## src/hdl/fpm_pkg.sv

```systemverilog
// Shared constants, types and helpers of the binary64 multiplier.
`default_nettype none
package fpm_pkg;
  localparam logic [10:0] EXP_INF     = 11'h7FF;
  localparam logic [63:0] DEFAULT_NAN = 64'h7FF8_0000_0000_0000;
  localparam logic [63:0] QUIET_BIT   = 64'h0008_0000_0000_0000;
  localparam logic signed [12:0] EXP_BIAS_ADJ = 13'sd1022;

  // Control that travels with each item down the pipe.
  typedef struct packed {
    logic        valid;
    logic        sign;
    logic        spec;
    logic [63:0] spec_val;
  } ctl_t;

  // Leading zeros of a 52-bit fraction (fraction assumed nonzero).
  function automatic logic [5:0] lead_zeros(input logic [51:0] f);
    logic [5:0] n;
    logic       found;
    n = 6'd0;
    found = 1'b0;
    for (int i = 51; i >= 0; i--) begin
      if (!found && f[i]) begin
        n = 6'(51 - i);
        found = 1'b1;
      end
    end
    return n;
  endfunction
endpackage
`default_nettype wire

```

## src/hdl/fpm_round.sv

```systemverilog
// Stages 5-6: normalize, denormalize on underflow, round to nearest even, pack.
`default_nettype none
module fpm_round import fpm_pkg::*; (
  input  wire logic               clk,
  input  wire logic               rst,
  input  wire logic               en,
  input  wire ctl_t               ctl_in,
  input  wire logic [105:0]       prod,
  input  wire logic signed [12:0] be_in,
  output logic                    out_valid,
  output logic [63:0]             result
);
  ctl_t        ctl5;
  logic [63:0] sig5;
  logic [10:0] be5;
  logic        ovf5;

  logic [63:0] sig0, sig1, sig2;
  logic signed [12:0] be1, sh;
  logic [63:0] lost_mask;

  always_comb begin
    sig0 = {prod[105:43], prod[42] | (|prod[41:0])};
    if (!sig0[63]) begin
      sig1 = sig0 << 1;
      be1 = be_in - 13'sd1;
    end else begin
      sig1 = sig0;
      be1 = be_in;
    end
    sh = 13'sd1 - be1;
    lost_mask = ~(64'hFFFF_FFFF_FFFF_FFFF << sh[5:0]);
    if (be1 > 13'sd0) begin
      sig2 = sig1;
    end else if (sh >= 13'sd64) begin
      sig2 = {63'd0, |sig1};
    end else begin
      sig2 = (sig1 >> sh[5:0]) | {63'd0, |(sig1 & lost_mask)};
    end
  end

  logic [52:0] mant;
  logic [10:0] rest;
  logic [53:0] mant_r;
  logic [63:0] res;
  logic [63:0] packed_val;

  always_comb begin
    mant = sig5[63:11];
    rest = sig5[10:0];
    if (rest > 11'h400 || (rest == 11'h400 && mant[0])) begin
      mant_r = {1'b0, mant} + 54'd1;
    end else begin
      mant_r = {1'b0, mant};
    end
    if (be5 == 11'd0) begin
      res = {10'd0, mant_r};
    end else begin
      res = {1'b0, be5 - 11'd1, 52'd0} + {10'd0, mant_r};
    end
    if (ctl5.spec) begin
      packed_val = ctl5.spec_val;
    end else if (ovf5 || res[63:52] >= {1'b0, EXP_INF}) begin
      packed_val = {ctl5.sign, EXP_INF, 52'd0};
    end else begin
      packed_val = {ctl5.sign, res[62:0]};
    end
  end

  always_ff @(posedge clk) begin
    if (rst) begin
      ctl5.valid <= 1'b0;
      out_valid <= 1'b0;
    end else if (en) begin
      ctl5.valid <= ctl_in.valid;
      out_valid <= ctl5.valid;
    end
    if (en) begin
      ctl5.sign <= ctl_in.sign;
      ctl5.spec <= ctl_in.spec;
      ctl5.spec_val <= ctl_in.spec_val;
      sig5 <= sig2;
      ovf5 <= (be1 >= 13'sd2047);
      be5 <= (be1 > 13'sd0) ? be1[10:0] : 11'd0;
      result <= packed_val;
    end
  end
endmodule
`default_nettype wire

```

## config.mk

```make
export PLATFORM = sky130hd
export DESIGN_NAME = fpm_round
export DESIGN_NICKNAME = d
export VERILOG_FILES = /design/src/hdl/fpm_pkg.sv /design/src/hdl/fpm_round.sv
export SDC_FILE = /design/constraint.sdc
export NUM_CORES = 1
export LEC_CHECK = 0
export ABC_AREA = 0
export BUFFER_PORTS_ARGS = -buffer_cell sky130_fd_sc_hd__buf_2
export CAP_MARGIN = 0
export CORE_UTILIZATION = 50
export DETAILED_ROUTE_END_ITERATION = 8
export PLACE_DENSITY = 0.72
export SLEW_MARGIN = 10
export SYNTH_ARGS = -nofsm -noshare
export SYNTH_HDL_FRONTEND = slang
export SYNTH_SLANG_ARGS = --single-unit
```

## constraint.sdc

```tcl
create_clock -name clk -period 18.75 [get_ports clk]
set_clock_uncertainty 0.2 [all_clocks]
set_input_delay 2.8125 -clock clk [delete_from_list [all_inputs] [get_ports clk]]
set_output_delay 2.8125 -clock clk [all_outputs]
set_load 0.005 [all_outputs]
```

==> summary.md <==
| Metric | Value |
|---|---|
| Category of cells accounting for the largest share of critical-path delay | simple AND/OR/NAND/NOR gates |
| Slowest-stage cell, CP | nor2_1 |
| Standard cell core area | ~30000 um2 |
| Buffers and inverters on the worst path | 8 |
| Transition at the pin with the smallest max-transition slack | 1200 ps |
| Number of max-slew violations in the final report | 0 |
| Final period utilization | about 50% |
| Classification of the worst-slack hold path | register to register |
| Net count of the finished layout | approximately 2.0k |
| Clock tree from TritonCTS | built |
| Initial standard-cell utilization of the core | 51.3% |
| Rel. slew slack | between 10% and 20% |
| Worst Path Required | around 19000 ps |
| Final Wtd Congestion | approximately 1 |
| Cell area after layout | 18000 um2 |
| Fraction of the core area covered by cells at the end of the flow | 58.2% |
| EDFF count, synth | 206 |
| Count of state elements after synthesis | around 210 |
| Number of buffers added to fix hold violations after cts | 0 |
| Seq/Total Area, Yosys | 39.2% |
| CP cell instances | buf_2, buf_4, inv_2, ha_1, nor2b_1, nor2_1, buf_4, inv_2, buf_4, ha_1, inv_1, ha_2, inv_1, nor2_1, o32ai_1, nor4_1, o2111ai_1, or4_1, o31ai_1, a31oi_1 |
| Number of antenna violations at the first check in global routing | 0 |
| Via-per-instance ratio | roughly 6.5 |
| Peak supply drop | between 0.04 and 0.05 mV |
| Number of nets with antenna violations after detailed routing | 0 |
| Post-Synthesis Cell Area | about 16000 um2 |
| CTS H-tree lvls | 1 |
| Detailed Routing Iterations Pass 1 | 7 |
| Fill count | approximately 2.7k |
| Instance area after placement | 17300 um2 |
| Dominant synthesized flop cell | edfxtp_1 |
| Final critical-path required period | 9320 ps |
| TritonCTS Buffers | 22 |
| Critical path's most frequent cell | buf_4 |
| Total power divided by cell area | between 80 and 90 nW/um2 |
| Synthesized netlist cell count | roughly 1.6k |
| Total vias in the final route | 14.6k |
| Reg2reg start | sig5[11]$_DFFE_PP_ |
| Number of inserted diodes | 0 |
| Floorplan die area | 32500 um2 |
| Start point of the worst hold path | out_valid$_SDFFE_PP0P_ |
| IO buf count | roughly 250 |
| CTS Sinks | 208 |
| Post-CTS setup buffers | 0 |
| Iteration-0 DRC count of the detailed router | about 1.9k |
| Outcome | finished, final reports clean |
| Die span in y | between 150 and 200 um |
| Yosys cell types | 80 |
| Post-route DRC | 0 |
| Placed wire-length estimate after detailed placement | between 40 and 50 mm |
| Mean instance size in the synthesized netlist | about 9.6 um2 |
| Ys async rst share | 0% |
| Total wire length after detailed routing | between 50 and 60 mm |
| Critical Path Sink Type | register |
| Cells resized by post-CTS repair | 0 |
| Largest fanout on the critical path | 56 |
| RSZ-0062 raised after global routing | false |
| Fmax achieved | between 0.1 and 0.15 GHz |
| Overall power after layout | 0.00146 W |
| Clock insertion delay at the later pin of the skew report | roughly 520 ps |
| Number of placed I/O pins | ~250 |
| Die boundary width | 180 um |
| Overflow left after global routing | 0 |
| Growth of design area from synthesis to finish | 13.4% |
| Data arrival time at the worst-slack endpoint | about 9400 ps |
| Crit Path Category | input port to register |
| Via count of the first global-routing pass | around 14k |
| Clock transition at the registers of the reported paths | roughly 60 ps |
| Sum of negative setup slack | 0 ps |
| Max-Cap Viols | 0 |
| Pin count of the biggest net entering global routing | 113 |
| Leakage | 6.81 nW |
| Aggregate global-route resource usage | between 30% and 40% |
| Syn_nets | approximately 1.9k |
| Setup violators final | 0 |
| Clock Root Buffer | clkbuf_16 |
| Largest stage delay, worst path | 940 ps |
| Worst setup path startpoint | be_in[0] |
| First-pass GRT wire length | around 84 mm |
| Avg WL per Cell | about 25 um |
| Final Hold Viols | 0 |
| Share of final-layout standard cells stronger than drive strength 1 | between 20% and 30% |
| Syn. warnings | 0 |
| Maximum clock insertion buffer count | 3 |
| Startpoint Class | input port |
| Number of standard-cell rows in the floorplan | 64 |
==> where the power goes <==
group          switching [W]  internal, W
Combinational       0.000305     0.000175
Sequential         0.0000201     0.000559
Clock               0.000173     0.000230
==> path summary, 6_finish.rpt <==
path	cells past startpoint	endpoint	slack, ps
setup / recovery	20	sig5[0]$_DFFE_PP_	9430
hold / removal	2	out_valid$_SDFFE_PP0P_	300
setup reg to reg	18	result[17]$_DFFE_PP_	13080
hold reg to reg	2	out_valid$_SDFFE_PP0P_	300
==> metrics by stage <==
step	instances	worst slack, ps	hold WS [ps]
after CTS	2237	9580	306
after floorplan	1649	10560	260
after detailed placement	2198	9070	290
after global placement	2198	9340	270
after global routing	2237	8960	340
final	2237	9430	300
==> placed cells by master (no fill, tap or decap), drive strengths merged, types with 7 or more instances in the layout <==
| cell type | count |
|---|---|
| buf | 274 |
| xor2 | 47 |
| nor3 | 46 |
| o21ai | 95 |
| a22oi | 7 |
| a31oi | 15 |
| or3 | 21 |
| xnor2 | 35 |
| mux2 | 57 |
| or2 | 8 |
| inv | 34 |
| nor2b | 32 |
| o22a | 7 |
| o221ai | 13 |
| and3 | 15 |
| o22ai | 70 |
| clkinv | 12 |
| a211oi | 25 |
| clkbuf | 27 |
| o211ai | 7 |
| ha | 11 |
| a21oi | 83 |
| nand4 | 16 |
| nand3 | 38 |
| mux2i | 161 |
| mux4 | 21 |
| o31ai | 7 |
| edfxtp | 206 |
| nand2b | 25 |
| o32ai | 14 |
| and2 | 8 |
| nor4 | 31 |
| nand2 | 137 |
| nor2 | 131 |
==> per-layer routing <==
metal	track usage [%]	up-vias	share of wire, %
met1	48.7	6886	43
met3	5.96	122	10
li1	-	6673	-
met5	0	-	0
met4	12.3	0	3.7
met2	50.6	952	43
==> registers in the layout, summed over array words and instances (netlist names) <==
signal	flops
result	64
out_valid	1
ctl5	67
ovf5	1
be5	11
sig5	64
==> final cells by class <==
class / instances / area, um2 / area share [%]
Tap cell: 396 / 495 / 2.75
Timing Repair Buffer: 275 / 1450 / 8.04
Clock inverter: 13 / 98.8 / 0.549
Inverter: 34 / 128 / 0.709
Multi-Input combinational cell: 1285 / 9040 / 50.2
Clock buffer: 26 / 566 / 3.14
Sequential cell: 208 / 6230 / 34.6
==> synthesized netlist by cell type (29+ instances only) <==
cell	instances	area [um2]
o22ai_1	70	438
xnor2_1	34	298
mux2_2	57	642
xor2_1	47	412
o21ai_0	91	455
nor2_1	131	492
edfxtp_1	206	6190
nor3_1	45	225
a21oi_1	83	415
clkbuf_1	75	282
nand2_1	137	514
buf_2	29	145
inv_1	32	120
mux2i_1	161	1610
nor2b_1	32	200
nand3_1	38	190
nor4_1	30	188
==> logic make-up after synthesis <==
logic type / Yosys count / synth area share, %
muxes: 239 / 17.2
adders and majority gates: 12 / 0.993
buffers and inverters: 156 / 4.01
AOI/OAI and AO/OA: 411 / 17.0
DFF: 208 / 39.2
xor gates and xnor gates: 82 / 4.57
and+or+nand+nor: 541 / 17.0
==> worst register-to-register path: cells and delay by family, from the launching register on <==
family	cells	cell delay [ps]
flops	1	410
xor+xnor	1	200
buf+inv	1	210
simple gates	7	1480
fa+ha+maj	3	870
compound gates	5	1820
mux	1	170
Power figures use the tool's default switching activity.
